[src/design/rtp_pkg.sv]
// Shared types, constants and lookup functions of the ringtone note parser.
`timescale 1ns / 1ps
package rtp_pkg;

  localparam int TONE_ENTRIES = 49;

  typedef enum logic [3:0] {
    PH_NAME  = 4'd0,
    PH_KEY   = 4'd1,
    PH_D_EQ  = 4'd2,
    PH_O_EQ  = 4'd3,
    PH_B_EQ  = 4'd4,
    PH_D_NUM = 4'd5,
    PH_O_NUM = 4'd6,
    PH_B_NUM = 4'd7,
    PH_DUR   = 4'd8,
    PH_SHARP = 4'd9,
    PH_DOT   = 4'd10,
    PH_OCT   = 4'd11,
    PH_TAIL  = 4'd12
  } phase_t;

  typedef enum logic [2:0] {
    ST_IDLE,
    ST_PARSE,
    ST_DIV,
    ST_TAIL
  } state_t;

  typedef struct packed {
    logic load;
    logic parse;
    logic div_write;
    logic tail;
  } cmd_t;

  typedef struct packed {
    logic emit_old;
    logic need_div;
    logic div_done;
    logic tail_emit;
    logic out_free;
  } sts_t;

  localparam logic [7:0] CH_COLON = 8'h3A;
  localparam logic [7:0] CH_COMMA = 8'h2C;
  localparam logic [7:0] CH_SHARP = 8'h23;
  localparam logic [7:0] CH_DOT   = 8'h2E;
  localparam logic [7:0] CH_ZERO  = 8'h30;
  localparam logic [7:0] CH_NINE  = 8'h39;
  localparam logic [7:0] CH_A     = 8'h61;
  localparam logic [7:0] CH_B     = 8'h62;
  localparam logic [7:0] CH_C     = 8'h63;
  localparam logic [7:0] CH_D     = 8'h64;
  localparam logic [7:0] CH_E     = 8'h65;
  localparam logic [7:0] CH_F     = 8'h66;
  localparam logic [7:0] CH_G     = 8'h67;
  localparam logic [7:0] CH_O     = 8'h6F;

  localparam logic [9:0]  DEF_LEN_RST   = 10'd4;
  localparam logic [2:0]  DEF_OCT_RST   = 3'd6;
  localparam logic [17:0] WHOLE_RST     = 18'd3808;
  localparam logic [9:0]  NUM_MAX       = 10'd999;
  localparam logic [17:0] MS_PER_MINUTE = 18'd60000;

  localparam logic [11:0] TONE_TABLE [0:TONE_ENTRIES-1] = '{
    12'd0,    12'd262,  12'd277,  12'd294,  12'd311,  12'd330,  12'd349,
    12'd370,  12'd392,  12'd415,  12'd440,  12'd466,  12'd494,  12'd523,
    12'd554,  12'd587,  12'd622,  12'd659,  12'd698,  12'd740,  12'd784,
    12'd831,  12'd880,  12'd932,  12'd988,  12'd1047, 12'd1109, 12'd1175,
    12'd1245, 12'd1319, 12'd1397, 12'd1480, 12'd1568, 12'd1661, 12'd1760,
    12'd1865, 12'd1976, 12'd2093, 12'd2217, 12'd2349, 12'd2489, 12'd2637,
    12'd2794, 12'd2960, 12'd3136, 12'd3322, 12'd3520, 12'd3729, 12'd3951
  };

  function automatic logic [11:0] tone_lookup(input logic [5:0] idx);
    logic [11:0] t;
    t = 12'd0;
    if (idx <= 6'(TONE_ENTRIES - 1)) t = TONE_TABLE[idx];
    return t;
  endfunction

  function automatic logic [3:0] letter_pitch(input logic [7:0] c);
    logic [3:0] p;
    unique case (c)
      CH_C:    p = 4'd1;
      CH_D:    p = 4'd3;
      CH_E:    p = 4'd5;
      CH_F:    p = 4'd6;
      CH_G:    p = 4'd8;
      CH_A:    p = 4'd10;
      CH_B:    p = 4'd12;
      default: p = 4'd0;
    endcase
    return p;
  endfunction

  function automatic phase_t header_key(input logic [7:0] c);
    phase_t p;
    unique case (c)
      CH_COLON: p = PH_DUR;
      CH_D:     p = PH_D_EQ;
      CH_O:     p = PH_O_EQ;
      CH_B:     p = PH_B_EQ;
      default:  p = PH_KEY;
    endcase
    return p;
  endfunction

endpackage

[src/design/rtp_if.sv]
// Valid/ready channel interfaces for song bytes and parsed notes.
`timescale 1ns / 1ps
interface rtp_byte_if;
  logic       valid;
  logic       ready;
  logic [7:0] song_byte;
  logic       first_byte;
  logic       last_byte;
  modport source (output valid, song_byte, first_byte, last_byte, input ready);
  modport sink (input valid, song_byte, first_byte, last_byte, output ready);
endinterface

interface rtp_note_if;
  logic        valid;
  logic        ready;
  logic [11:0] tone_hz;
  logic [18:0] duration_ms;
  logic        is_rest;
  logic        octave_error;
  logic        song_end;
  modport source (output valid, tone_hz, duration_ms, is_rest, octave_error, song_end,
                  input ready);
  modport sink (input valid, tone_hz, duration_ms, is_rest, octave_error, song_end,
                output ready);
endinterface

[src/design/rtp_div.sv]
// Restoring divider, one quotient bit per cycle, 18-bit dividend by 10-bit divisor.
`timescale 1ns / 1ps
module rtp_div (
  input  logic        clk,
  input  logic        rst,
  input  logic        start,
  input  logic [17:0] dividend,
  input  logic [9:0]  divisor,
  output logic        busy,
  output logic        done,
  output logic [17:0] quotient
);

  logic [9:0]  rem;
  logic [9:0]  dsr;
  logic [4:0]  cnt;
  logic [10:0] shifted;
  logic        ge;

  assign shifted = {rem, quotient[17]};
  assign ge      = shifted >= {1'b0, dsr};

  always_ff @(posedge clk) begin
    if (rst) begin
      busy <= 1'b0;
      done <= 1'b0;
      cnt  <= 5'd0;
    end else begin
      done <= 1'b0;
      if (start) begin
        busy <= 1'b1;
        cnt  <= 5'd18;
      end else if (busy) begin
        cnt <= cnt - 5'd1;
        if (cnt == 5'd1) begin
          busy <= 1'b0;
          done <= 1'b1;
        end
      end
    end
  end

  always_ff @(posedge clk) begin
    if (start) begin
      rem      <= 10'd0;
      dsr      <= divisor;
      quotient <= dividend;
    end else if (busy) begin
      rem      <= ge ? 10'(shifted - {1'b0, dsr}) : shifted[9:0];
      quotient <= {quotient[16:0], ge};
    end
  end

endmodule

[src/design/rtp_ctrl.sv]
// Sequencing state machine: accept, parse, divide, finish, one byte at a time.
`timescale 1ns / 1ps
module rtp_ctrl (
  input  logic            clk,
  input  logic            rst,
  rtp_byte_if.sink        song_in,
  input  rtp_pkg::sts_t   sts,
  output rtp_pkg::cmd_t   cmd
);

  rtp_pkg::state_t state;
  rtp_pkg::state_t state_next;

  always_ff @(posedge clk) begin
    if (rst) state <= rtp_pkg::ST_IDLE;
    else     state <= state_next;
  end

  always_comb begin
    state_next = state;
    unique case (state)
      rtp_pkg::ST_IDLE:  if (song_in.valid) state_next = rtp_pkg::ST_PARSE;
      rtp_pkg::ST_PARSE: begin
        if (!(sts.emit_old && !sts.out_free)) begin
          state_next = sts.need_div ? rtp_pkg::ST_DIV : rtp_pkg::ST_TAIL;
        end
      end
      rtp_pkg::ST_DIV:   if (sts.div_done) state_next = rtp_pkg::ST_TAIL;
      rtp_pkg::ST_TAIL:  if (!(sts.tail_emit && !sts.out_free)) state_next = rtp_pkg::ST_IDLE;
      default:           state_next = rtp_pkg::ST_IDLE;
    endcase
  end

  always_comb begin
    cmd           = '0;
    song_in.ready = 1'b0;
    unique case (state)
      rtp_pkg::ST_IDLE: begin
        song_in.ready = 1'b1;
        cmd.load      = song_in.valid;
      end
      rtp_pkg::ST_PARSE: cmd.parse     = !(sts.emit_old && !sts.out_free);
      rtp_pkg::ST_DIV:   cmd.div_write = sts.div_done;
      rtp_pkg::ST_TAIL:  cmd.tail      = !(sts.tail_emit && !sts.out_free);
      default: ;
    endcase
  end

endmodule

[src/design/rtp_datapath.sv]
// Parse state, note fields, duration divider and the result register.
`timescale 1ns / 1ps
module rtp_datapath (
  input  logic           clk,
  input  logic           rst,
  input  rtp_pkg::cmd_t  cmd,
  output rtp_pkg::sts_t  sts,
  input  logic [7:0]     song_byte,
  input  logic           first_byte,
  input  logic           last_byte,
  rtp_note_if.source     note_out
);

  rtp_pkg::phase_t phase;
  rtp_pkg::phase_t phase_next;
  logic [9:0]  def_len, def_len_next;
  logic [2:0]  def_oct, def_oct_next;
  logic [17:0] whole_ms;
  logic [9:0]  acc, acc_next;
  logic [3:0]  pitch, pitch_next;
  logic [18:0] note_len, note_len_next;
  logic [3:0]  note_oct, note_oct_next;
  logic [7:0]  byte_r;
  logic        last_r;
  logic        div_bpm, div_bpm_next;

  logic        is_dig;
  logic [3:0]  dval;
  logic [13:0] acc_mul;
  logic [9:0]  acc_sat;
  logic        emit_old, need_div, letter;
  logic [9:0]  div_in;
  logic [9:0]  acc_eff;
  logic [9:0]  letter_div;

  logic        div_busy, div_done;
  logic [17:0] quotient;

  logic [6:0]  tsum;
  logic        tone_ok;
  logic        load_out;
  logic        end_flag;

  assign is_dig  = (byte_r >= rtp_pkg::CH_ZERO) && (byte_r <= rtp_pkg::CH_NINE);
  assign dval    = byte_r[3:0];
  assign acc_mul = 14'(acc) * 14'd10 + 14'(dval);
  assign acc_sat = (acc_mul > 14'(rtp_pkg::NUM_MAX)) ? rtp_pkg::NUM_MAX : acc_mul[9:0];

  // A letter after an ended note starts from an empty length number.
  assign acc_eff    = (phase == rtp_pkg::PH_DUR) ? acc : 10'd0;
  assign letter_div = (acc_eff != 10'd0) ? acc_eff :
                      ((def_len != 10'd0) ? def_len : 10'd1);

  always_comb begin
    phase_next    = phase;
    def_len_next  = def_len;
    def_oct_next  = def_oct;
    acc_next      = acc;
    pitch_next    = pitch;
    note_len_next = note_len;
    note_oct_next = note_oct;
    emit_old      = 1'b0;
    need_div      = 1'b0;
    letter        = 1'b0;
    div_bpm_next  = 1'b0;
    div_in        = letter_div;
    unique case (phase) inside
      rtp_pkg::PH_KEY: begin
        phase_next = rtp_pkg::header_key(byte_r);
        if (byte_r == rtp_pkg::CH_COLON) acc_next = 10'd0;
      end
      rtp_pkg::PH_D_EQ: begin
        phase_next = rtp_pkg::PH_D_NUM;
        acc_next   = 10'd0;
      end
      rtp_pkg::PH_O_EQ: begin
        phase_next = rtp_pkg::PH_O_NUM;
        acc_next   = 10'd0;
      end
      rtp_pkg::PH_B_EQ: begin
        phase_next = rtp_pkg::PH_B_NUM;
        acc_next   = 10'd0;
      end
      rtp_pkg::PH_D_NUM: begin
        if (is_dig) acc_next = acc_sat;
        else begin
          if (acc != 10'd0) def_len_next = acc;
          phase_next = rtp_pkg::header_key(byte_r);
          if (byte_r == rtp_pkg::CH_COLON) acc_next = 10'd0;
        end
      end
      rtp_pkg::PH_O_NUM: begin
        if (is_dig) begin
          if (dval >= 4'd3 && dval <= 4'd7) def_oct_next = dval[2:0];
          phase_next = rtp_pkg::PH_KEY;
        end else begin
          phase_next = rtp_pkg::header_key(byte_r);
          if (byte_r == rtp_pkg::CH_COLON) acc_next = 10'd0;
        end
      end
      rtp_pkg::PH_B_NUM: begin
        if (is_dig) acc_next = acc_sat;
        else begin
          if (acc != 10'd0) begin
            need_div     = 1'b1;
            div_bpm_next = 1'b1;
            div_in       = acc;
          end
          phase_next = rtp_pkg::header_key(byte_r);
          if (byte_r == rtp_pkg::CH_COLON) acc_next = 10'd0;
        end
      end
      rtp_pkg::PH_DUR: begin
        if (is_dig) acc_next = acc_sat;
        else letter = 1'b1;
      end
      rtp_pkg::PH_SHARP, rtp_pkg::PH_DOT, rtp_pkg::PH_OCT, rtp_pkg::PH_TAIL: begin
        if (byte_r == rtp_pkg::CH_SHARP && phase == rtp_pkg::PH_SHARP) begin
          if (pitch != 4'd0) pitch_next = pitch + 4'd1;
          phase_next = rtp_pkg::PH_DOT;
        end else if (byte_r == rtp_pkg::CH_DOT && phase <= rtp_pkg::PH_DOT) begin
          note_len_next = note_len + (note_len >> 1);
          phase_next    = rtp_pkg::PH_OCT;
        end else if (is_dig && phase <= rtp_pkg::PH_OCT) begin
          note_oct_next = dval;
          phase_next    = rtp_pkg::PH_TAIL;
        end else begin
          // The note ends here; the same byte opens the next one.
          emit_old   = 1'b1;
          phase_next = rtp_pkg::PH_DUR;
          acc_next   = 10'd0;
          if (byte_r != rtp_pkg::CH_COMMA) begin
            if (is_dig) acc_next = 10'(dval);
            else letter = 1'b1;
          end
        end
      end
      default: begin
        phase_next = (byte_r == rtp_pkg::CH_COLON) ? rtp_pkg::PH_KEY : rtp_pkg::PH_NAME;
      end
    endcase
    if (letter) begin
      need_div      = 1'b1;
      pitch_next    = rtp_pkg::letter_pitch(byte_r);
      note_oct_next = {1'b0, def_oct};
      acc_next      = 10'd0;
      phase_next    = rtp_pkg::PH_SHARP;
    end
  end

  rtp_div u_div (
    .clk      (clk),
    .rst      (rst),
    .start    (cmd.parse && need_div),
    .dividend (div_bpm_next ? rtp_pkg::MS_PER_MINUTE : whole_ms),
    .divisor  (div_in),
    .busy     (div_busy),
    .done     (div_done),
    .quotient (quotient)
  );

  always_ff @(posedge clk) begin
    if (rst || (cmd.load && first_byte)) begin
      phase    <= rtp_pkg::PH_NAME;
      def_len  <= rtp_pkg::DEF_LEN_RST;
      def_oct  <= rtp_pkg::DEF_OCT_RST;
      whole_ms <= rtp_pkg::WHOLE_RST;
      acc      <= 10'd0;
      pitch    <= 4'd0;
      note_len <= 19'd0;
      note_oct <= {1'b0, rtp_pkg::DEF_OCT_RST};
    end else if (cmd.parse) begin
      phase    <= phase_next;
      def_len  <= def_len_next;
      def_oct  <= def_oct_next;
      acc      <= acc_next;
      pitch    <= pitch_next;
      note_len <= note_len_next;
      note_oct <= note_oct_next;
    end else if (cmd.div_write) begin
      if (div_bpm) whole_ms <= {quotient[15:0], 2'b00};
      else         note_len <= {1'b0, quotient};
    end else if (cmd.tail && last_r) begin
      phase <= rtp_pkg::PH_NAME;
      acc   <= 10'd0;
    end
  end

  always_ff @(posedge clk) begin
    if (cmd.load) begin
      byte_r <= song_byte;
      last_r <= last_byte;
    end
    if (cmd.parse && need_div) div_bpm <= div_bpm_next;
  end

  // Table index is (octave - 4) * 12 + pitch; valid entries sit at 1..48.
  assign tsum    = 7'(note_oct) * 7'd12 + 7'(pitch);
  assign tone_ok = (tsum >= 7'd49) && (tsum <= 7'd96);

  assign sts.emit_old  = emit_old;
  assign sts.need_div  = need_div;
  assign sts.div_done  = div_done;
  assign sts.tail_emit = last_r && (phase >= rtp_pkg::PH_SHARP) && (phase <= rtp_pkg::PH_TAIL);
  assign sts.out_free  = !note_out.valid || note_out.ready;

  assign load_out = (cmd.parse && emit_old) || (cmd.tail && sts.tail_emit);
  // The ended note carries the end mark unless a new note also closes on this byte.
  assign end_flag = cmd.tail ? 1'b1 : (last_r && !letter);

  always_ff @(posedge clk) begin
    if (rst) note_out.valid <= 1'b0;
    else if (load_out) note_out.valid <= 1'b1;
    else if (note_out.ready) note_out.valid <= 1'b0;
  end

  always_ff @(posedge clk) begin
    if (load_out) begin
      note_out.duration_ms  <= note_len;
      note_out.is_rest      <= (pitch == 4'd0);
      note_out.octave_error <= (pitch != 4'd0) && !tone_ok;
      note_out.tone_hz      <= ((pitch != 4'd0) && tone_ok) ?
                               rtp_pkg::tone_lookup(6'(tsum - 7'd48)) : 12'd0;
      note_out.song_end     <= end_flag;
    end
  end

  a_div_idle_at_start: assert property (@(posedge clk) disable iff (rst)
    (cmd.parse && need_div) |-> !div_busy)
    else $error("divider started while busy");

  a_out_load_free: assert property (@(posedge clk) disable iff (rst)
    load_out |-> (!note_out.valid || note_out.ready))
    else $error("result register overwritten");

  a_last_to_name: assert property (@(posedge clk) disable iff (rst)
    (cmd.tail && last_r && !(cmd.load && first_byte)) |=> (phase == rtp_pkg::PH_NAME))
    else $error("parse did not return to the name field after the last byte");

endmodule

[src/design/rtttl_note_parser_core.sv]
// Top level of the ringtone note parser: controller, datapath and channel ports.
//
// song_in carries one text byte per transaction with first_byte and last_byte
// marks; note_out carries one parsed note per transaction (tone, length in ms,
// rest, bad-octave and end-of-song flags). A byte may yield zero, one or two
// notes.
// A byte is taken in the idle state and then parsed. A byte that begins a
// note letter, or closes the tempo field, then runs the restoring divider;
// other bytes go straight to the finish step. A new byte is taken only after
// the previous one has been through all its steps.
// A result is loaded into the output register by the step that
// closes its note and stays there until the receiver takes it; while the
// register is full and another note ends, the parser waits in that step and
// song_in ready stays low.
// Reset (rst, synchronous) returns the parser to the name field with length 4,
// octave 6 and tempo 63, and empties the output register.
`timescale 1ns / 1ps
module rtttl_note_parser_core (
  input  logic        clk,
  input  logic        rst,
  rtp_byte_if.sink    song_in,
  rtp_note_if.source  note_out
);

  rtp_pkg::cmd_t cmd;
  rtp_pkg::sts_t sts;

  rtp_ctrl u_ctrl (
    .clk     (clk),
    .rst     (rst),
    .song_in (song_in),
    .sts     (sts),
    .cmd     (cmd)
  );

  rtp_datapath u_dp (
    .clk        (clk),
    .rst        (rst),
    .cmd        (cmd),
    .sts        (sts),
    .song_byte  (song_in.song_byte),
    .first_byte (song_in.first_byte),
    .last_byte  (song_in.last_byte),
    .note_out   (note_out)
  );

endmodule
[src/flat_wrapper.sv]
// flat-port wrapper written by rule: the top's interface ports become plain ports
module rtttl_note_parser_core_flat 
  (clk, rst, song_in_valid, song_in_song_byte, song_in_first_byte, song_in_last_byte, song_in_ready, note_out_valid, note_out_tone_hz, note_out_duration_ms, note_out_is_rest, note_out_octave_error, note_out_song_end, note_out_ready);
  rtp_byte_if song_in_i ();
  rtp_note_if note_out_i ();
  input  logic clk;
  input  logic rst;
  input wire logic [$bits(song_in_i.valid)-1:0] song_in_valid;
  input wire logic [$bits(song_in_i.song_byte)-1:0] song_in_song_byte;
  input wire logic [$bits(song_in_i.first_byte)-1:0] song_in_first_byte;
  input wire logic [$bits(song_in_i.last_byte)-1:0] song_in_last_byte;
  output wire logic [$bits(song_in_i.ready)-1:0] song_in_ready;
  output wire logic [$bits(note_out_i.valid)-1:0] note_out_valid;
  output wire logic [$bits(note_out_i.tone_hz)-1:0] note_out_tone_hz;
  output wire logic [$bits(note_out_i.duration_ms)-1:0] note_out_duration_ms;
  output wire logic [$bits(note_out_i.is_rest)-1:0] note_out_is_rest;
  output wire logic [$bits(note_out_i.octave_error)-1:0] note_out_octave_error;
  output wire logic [$bits(note_out_i.song_end)-1:0] note_out_song_end;
  input wire logic [$bits(note_out_i.ready)-1:0] note_out_ready;
  assign song_in_i.valid = song_in_valid;
  assign song_in_i.song_byte = song_in_song_byte;
  assign song_in_i.first_byte = song_in_first_byte;
  assign song_in_i.last_byte = song_in_last_byte;
  assign song_in_ready = song_in_i.ready;
  assign note_out_valid = note_out_i.valid;
  assign note_out_tone_hz = note_out_i.tone_hz;
  assign note_out_duration_ms = note_out_i.duration_ms;
  assign note_out_is_rest = note_out_i.is_rest;
  assign note_out_octave_error = note_out_i.octave_error;
  assign note_out_song_end = note_out_i.song_end;
  assign note_out_i.ready = note_out_ready;
  rtttl_note_parser_core u_core (.clk(clk), .rst(rst), .song_in(song_in_i), .note_out(note_out_i));
endmodule
[config.mk]
export PLATFORM = sky130hd
export DESIGN_NAME = rtttl_note_parser_core_flat
export DESIGN_NICKNAME = d
export VERILOG_FILES = /design/src/design/rtp_pkg.sv /design/src/design/rtp_if.sv /design/src/design/rtp_div.sv /design/src/design/rtp_ctrl.sv /design/src/design/rtp_datapath.sv /design/src/design/rtttl_note_parser_core.sv /design/src/flat_wrapper.sv
export SDC_FILE = /design/constraint.sdc
export NUM_CORES = 1
export LEC_CHECK = 0
export BUFFER_PORTS_ARGS = -buffer_cell sky130_fd_sc_hd__buf_2
export CAP_MARGIN = 15
export CORE_ASPECT_RATIO = 1.1
export CORE_MARGIN = 1
export CORE_UTILIZATION = 43
export CTS_CLUSTER_SIZE = 20
export DETAILED_ROUTE_END_ITERATION = 8
export PLACE_DENSITY = 0.69
export SYNTH_ARGS = -nofsm -noshare
export SYNTH_HDL_FRONTEND = slang
export SYNTH_SLANG_ARGS = --single-unit
[constraint.sdc]
create_clock -name clk -period 4.2 [get_ports clk]
set_input_delay 0 -clock clk [delete_from_list [all_inputs] [get_ports clk]]
set_output_delay 0 -clock clk [all_outputs]
set_load 0.02 [all_outputs]
==> results of run 1 <==
==> state kept, by name, indices dropped and copies added (netlist names), 5 cells and up <==
register,cells
u_core.u_dp.def_len,10
u_core.u_dp.u_div.cnt,5
u_core.u_dp.acc,10
u_core.u_dp.note_out.tone_hz,12
u_core.u_dp.whole_ms,16
u_core.u_dp.note_out.duration_ms,19
u_core.u_dp.byte_r,8
u_core.u_dp.u_div.rem,10
u_core.u_dp.note_len,19
u_core.u_dp.u_div.quotient,18
u_core.u_dp.u_div.dsr,10
==> worst paths after layout <==
| check | from | end | slack, ns | cells after the start |
|---|---|---|---|---|
| worst min-delay path | song_in_valid | u_core.u_ctrl.state[1]$_SDFFE_PP0P_ | 0.06 | 4 |
| worst min register to register | u_core.u_dp.def_oct[0]$_SDFFE_PP0P_ | u_core.u_dp.def_oct[0]$_SDFFE_PP0P_ | 0.45 | 2 |
| worst max register to register | u_core.u_dp.acc[0]$_SDFFE_PP0P_ | u_core.u_dp.acc[1]$_SDFFE_PP0P_ | 0.47 | 12 |
| worst max-delay path | u_core.u_dp.acc[0]$_SDFFE_PP0P_ | u_core.u_dp.acc[1]$_SDFFE_PP0P_ | 0.47 | 12 |
==> cell families (layout without fill, tap and decap cells) <==
logic type               count (synthesis)  after routing  share of synthesized area, %
AND/OR/NAND/NOR                        457            457                          21.4
AO/OA/AOI/OAI                          330            330                          20.3
XOR/XNOR                                36             36                          3.11
multiplexers                            39             39                          4.12
adder cells (fa/ha/maj)                 77             77                          9.50
flip-flops                             162            162                          37.4
buffers and inverters                  115            165                          4.29
==> stage by stage <==
| stage | std cells | cell area (um2) | hold WS, ns | total power, mW |
|---|---|---|---|---|
| floorplan | 1216 | 10600 | 0.0989 | 2.01 |
| global placement | 1528 | 11100 | 0.178 | 2.14 |
| detailed placement | 1528 | 11100 | 0.178 | 2.14 |
| CTS | 1571 | 11900 | 0.0559 | 3.74 |
| global route | 1571 | 11900 | 0.0836 | 3.84 |
| finish | 1571 | 11900 | 0.0596 | 3.72 |
==> cell usage in the layout, fill, tap and decap left out, drive strengths merged, types with 9 or more instances in the layout <==
| cell | count |
|---|---|
| dfxtp | 90 |
| nor2 | 116 |
| ha | 71 |
| a21o | 14 |
| nor2b | 9 |
| nor4 | 9 |
| a211oi | 24 |
| or2 | 9 |
| o22ai | 11 |
| nand4 | 9 |
| o211ai | 18 |
| dlygate4sd3 | 11 |
| a31oi | 12 |
| and2 | 12 |
| inv | 56 |
| mux2i | 32 |
| nand2 | 148 |
| nand2b | 15 |
| xnor2 | 24 |
| xor2 | 12 |
| buf | 71 |
| clkbuf | 18 |
| edfxtp | 72 |
| a21oi | 99 |
| nand3 | 47 |
| nor3 | 44 |
| o21ai | 75 |
==> cell type report <==
| class | instances | share of cell area, % |
|---|---|---|
| clock buffers | 18 | 3.70 |
| clock inverters | 14 | 1.39 |
| inverters | 51 | 1.61 |
| multi-input cells | 939 | 52.3 |
| flip-flops and latches | 162 | 33.4 |
| well taps | 305 | 3.22 |
| repair buffers | 82 | 4.39 |
==> routing by layer <==
| layer | track usage (%) | wire (um) |
|---|---|---|
| met1 | 27.0 | 11500 |
| met2 | 34.2 | 12200 |
| met3 | 3.12 | 1220 |
| met4 | 7.71 | 663 |
| met5 | 0 | 0 |
==> power by group <==
group | switching [mW] | internal, mW
Clock | 0.689 | 0.911
Combinational | 0.257 | 0.137
Sequential | 0.0621 | 1.67
==> critical path, cell delays in order, from the launching register on <==
cell and delay (ns):
dfxtp_1 0.53, ha_1 0.22, ha_1 0.21, inv_1 0.07, fa_1 0.41, xnor2_2 0.23
nand3b_1 0.23, nor4_4 0.31, nand4_1 0.14, mux2_2 0.32, nor4_4 0.45, o311ai_1 0.22
a211o_1 0.29
==> results_dict.tcl, run 1 <==
set metrics [dict create \
    cts.sinks 162 \
    cp-start-kind "flip-flop" \
    wl_per_cell_um 16.3 \
    gp_congestion 0.919 \
    yosysTopAreaCell "edfxtp_1" \
    cp-end-kind "flip-flop" \
    via_per_inst 5.86 \
    fmax_ghz 0.268 \
    vias 9200 \
    syn_nets 1307 \
    setup_ws_ns 0.469 \
    multi_input_area_um2 6200 \
    clk_path_buf_depth 2 \
    yosysWarnings 0 \
    synth_cell_types 95 \
    hpwl_um 17600 \
    vdd_drop_max_mv 0.224 \
    ys_seq_area_share_pct 37.4 \
    maxCapViolCount 0 \
    fin_tns_setup_ns 0 \
    die_height_um 167 \
    firstDrtPassIters 5 \
    grt_usage_pct 20.7 \
    nets 1344 \
    yosys.cell_count.top_type "nand2_1" \
    leakagePower_nw 4.70 \
    finalSetupViolations 0 \
    num_antenna_cells 0 \
    crit_fanout 10 \
    finalHoldViolations 0 \
    cts-root-buf "clkbuf_16" \
    grt_pass1_vias 8675 \
    numPortBuffers 49 \
    path_class "flip-flop to flip-flop" \
    syn_to_final_growth_pct 11.8 \
    outcome "completed" \
    grt-ovfl-total 0 \
    fillers 2247 \
    hold_buffers 11 \
    grt_antenna_before_repair 0 \
    hold_path_class "input port to flip-flop" \
    timing.final.crit_period_ns 3.73 \
    required_ns 4.52 \
    route.detailed.drc 0 \
    cts_resized 0 \
    cp_data_arrival_time_ns 4.05 \
    drt_iter0_drc 711 \
    start_util_pct 44.4 \
    synth.top_cell.area_share_pct 20.4 \
    final_max_slew_viol_count 0 \
    core_um2 23900 \
    grt_first_pass_wirelength_um 42200 \
    seq_area_um2 3960 \
    synth.avg_cell_area_um2 8.73 \
    grt_max_degree 45 \
    final_core_util_pct 49.6 \
    rsz0062_at_grt "no" \
    synth_edf_count 72 \
    fin_crit_sh_pct 88.8 \
    final_antenna_net_count 0 \
    clkTransAtPathRegs_ns 0.06 \
    synth_cells 1216 \
    die_area_um2 25300 \
    slew_headroom_pct 32.7 \
    cts_made_buffers 17 \
    pin_count 50 \
    power.density_nw_per_um2 314 \
    yosys_register_bits 162 \
    finClkSkew_ns 0.0102 \
    tightestPinTransition_ns 1.01 \
    drive_gt1_share_pct 11.5 \
    cts.htree.levels 4 \
    synth_flop_cell "dfxtp_1" \
    synth_area_um2 10600 \
    yosys-top-cells-area "edfxtp_1 20%, dfxtp_1 17%, ha_1 8.4%, nand2_1 5.2%, a21oi_1 4.7%" \
    fp.dieW_um 152 \
    ys_async_sr_fraction_pct 0 \
    place_ws_ns 0.549 \
    post_cts_buffers 0 \
    cts_tree "yes" \
    drt_wl_total_um 25600 \
    clkLatencyLatePin_ns 0.43 \
    synth_common_cells "148 x nand2_1, 113 x nor2_1, 99 x a21oi_1" \
    core.rowCount 59 \
]
Power figures use the tool's default switching activity.
==> run 2, diff against run 1 <==
--- a/config.mk
+++ b/config.mk
@@ -15,2 +15,3 @@
 export PLACE_DENSITY = 0.69
+export REMOVE_ABC_BUFFERS = 1
 export SYNTH_ARGS = -nofsm -noshare
==> constraint.sdc (replaced) <==
create_clock -name clk -period 4.2 [get_ports clk]
set_input_delay 0.21 -clock clk [delete_from_list [all_inputs] [get_ports clk]]
set_output_delay 0.21 -clock clk [all_outputs]
set_load 0.02 [all_outputs]
==> results_dict.tcl, run 2 (synthesis results as in run 1) <==
set metrics [dict create \
    grt_first_pass_wirelength_um 42300 \
    p_comb_share_pct 10.5 \
    cts_resized 0 \
    grt-ovfl-total 0 \
    p_clk_share_pct 43.0 \
    fp.dieW_um 152 \
    grt_usage_pct 20.5 \
    post_cts_buffers 0 \
    r2r_cells 11 \
    slew_headroom_pct 32.2 \
    via_per_inst 5.81 \
    hold_depth 2 \
    clk_path_buf_depth 2 \
    cp-end-kind "flip-flop" \
    top_usage_layer "met2" \
    wl_per_cell_um 15.9 \
    nets 1345 \
    required_ns 4.52 \
    cp-start-kind "flip-flop" \
    grt_pass1_vias 8750 \
    setup_ws_ns 0.476 \
    power.density_nw_per_um2 312 \
    final_max_slew_viol_count 0 \
    dpl.cell_count 1531 \
    numPortBuffers 49 \
    cp_num_buf_inv 1 \
    vias 9139 \
    finalHoldViolations 0 \
    grt_max_degree 45 \
    tightestPinTransition_ns 1.02 \
    drt_iter0_drc 544 \
    layout_common_cells "148 x nand2_1, 112 x nor2_1, 99 x a21oi_1" \
    outcome "completed" \
    min_to "u_core.u_ctrl.state[1]$_SDFFE_PP0P_" \
    drt_wl_total_um 24900 \
    pin_count 50 \
    path_class "flip-flop to flip-flop" \
    crit_fanout 10 \
    clkTransAtPathRegs_ns 0.07 \
    firstDrtPassIters 6 \
    met3_usage_pct 2.44 \
    die_area_um2 25300 \
    slowest_delay_ns 0.51 \
    cts.htree.levels 4 \
    cts-root-buf "clkbuf_16" \
    place_ws_ns 0.495 \
    stdcell_count 1572 \
    mostFrequentLayoutCell "nand2_1" \
    core_um2 23900 \
    gp_congestion 0.893 \
    cp_data_arrival_time_ns 4.04 \
    rrSetupSlack_ns 0.48 \
    timing.final.crit_period_ns 3.72 \
    pwr-share-seq_pct 46.5 \
    intPower_mw 2.67 \
    maxCapViolCount 0 \
    hold_ws_ns 0.119 \
    cts.sinks 162 \
    swShare_pct 27.8 \
    fillers 2276 \
    die_height_um 167 \
    cp_slowest_cell "dfxtp_1" \
    fin_crit_sh_pct 88.7 \
    drive_gt1_share_pct 11.7 \
    worstReg2RegEnd "u_core.u_dp.acc[1]$_SDFFE_PP0P_" \
    num_antenna_cells 0 \
    reg_top3 "u_core.u_dp.note_len (19), u_core.u_dp.note_out.duration_ms (19), u_core.u_dp.u_div.quotient (18)" \
    rsz0062_at_grt "no" \
    vdd_drop_max_mv 0.260 \
    start_util_pct 44.4 \
    hpwl_um 17300 \
    fmax_ghz 0.269 \
    regToRegStartpoint "u_core.u_dp.acc[3]$_SDFFE_PP0P_" \
    power_mw 3.70 \
    p_sw_mw 1.03 \
    hold_path_class "input port to flip-flop" \
    route.detailed.drc 0 \
    hp-start "rst" \
    met2_usage_pct 34.0 \
    path_cells "ha_1 -> ha_1 -> inv_1 -> fa_1 -> nand3b_1 -> nor4_4 -> nand4_1 -> mux2_2 -> nor4_4 -> o311ai_1 -> a211o_1" \
    met1_usage_pct 27.1 \
    grt_antenna_before_repair 0 \
    core.rowCount 59 \
    final_antenna_net_count 0 \
    cts_tree "yes" \
    leakagePower_nw 4.71 \
    cts_made_buffers 17 \
    finClkSkew_ns 0.0133 \
    syn_to_final_growth_pct 11.8 \
    fin_tns_setup_ns 0 \
    clkLatencyLatePin_ns 0.44 \
    finalSetupViolations 0 \
    critPathTopFamily "simple AND/OR/NAND/NOR gates" \
]
## run 2: cell types whose count changed in the layout (fill, tap and decap cells not counted), moves of 2 or more
cell	delta
inv_8	+4
dlygate4sd3_1	-2
buf_4	+3
clkinv_4	-2
## run 2: area by class of cell
type	count	area, um2	area share [%]
flip-flops and latches	162	3960	33.4
inverters	51	191	1.61
repair buffers	83	523	4.41
multi-input cells	939	6200	52.3
well taps	305	382	3.22
clock buffers	19	443	3.73
clock inverters	13	158	1.33
## run 2: power by group through the flow
| stage | Sequential (mW) | Combinational (mW) | Clock, mW |
|---|---|---|---|
| 4_1_cts | 1.72 | 0.386 | 1.62 |
| 5_1_grt | 1.73 | 0.423 | 1.68 |
| 3_3_place_gp | 1.75 | 0.374 | 0 |
| 3_5_place_dp | 1.76 | 0.378 | 0 |
| 6_report | 1.72 | 0.387 | 1.59 |
| 2_1_floorplan | 1.74 | 0.252 | 0 |
## run 2: worst reg2reg max path, cell delays in order, from the launching register on
cell and delay (ns):
dfxtp_1 0.51, ha_1 0.30, ha_1 0.24, inv_1 0.08, fa_1 0.48, nand3b_1 0.30
nor4_4 0.32, nand4_1 0.14, mux2_2 0.32, nor4_4 0.45, o311ai_1 0.20, a211o_1 0.28
## run 2: how the worst max path moves through the flow
stage                                          from                                       endpoint  depth (start not counted)
4_1_cts             u_core.u_dp.acc[3]$_SDFFE_PP0P_                u_core.u_dp.acc[1]$_SDFFE_PP0P_                         11
3_3_place_gp        u_core.u_dp.acc[3]$_SDFFE_PP0P_                u_core.u_dp.acc[1]$_SDFFE_PP0P_                         11
3_5_place_dp        u_core.u_dp.acc[3]$_SDFFE_PP0P_                u_core.u_dp.acc[1]$_SDFFE_PP0P_                         11
2_1_floorplan  u_core.u_dp.note_oct[1]$_SDFFE_PP1P_  u_core.u_dp.note_out.tone_hz[3]$_SDFFCE_PN0P_                         10
5_1_grt             u_core.u_dp.acc[3]$_SDFFE_PP0P_                u_core.u_dp.acc[1]$_SDFFE_PP0P_                         11
6_report            u_core.u_dp.acc[3]$_SDFFE_PP0P_                u_core.u_dp.acc[1]$_SDFFE_PP0P_                         11
## run 2: through the flow
stage	cell area, um2	util, %
2_1_floorplan	10300	-
3_3_place_gp	11200	46.7
3_5_place_dp	11200	46.7
4_1_cts	11900	49.6
5_1_grt	11900	49.6
6_report	11900	49.6
## run 2: per-layer routing
metal | routed length, um | part of all wire (%) | vias to the layer above
met5 | 0 | 0 | -
met4 | 482 | 1.9 | 0
met3 | 1080 | 4.3 | 40
met2 | 12100 | 49 | 248
met1 | 11300 | 45 | 4321
li1 | - | - | 4530
## run 2: what timing repair did
action                     CTS  global route
hold buffers                 9             0
setup endpoints to repair    0             0
hold endpoints to repair     9             0
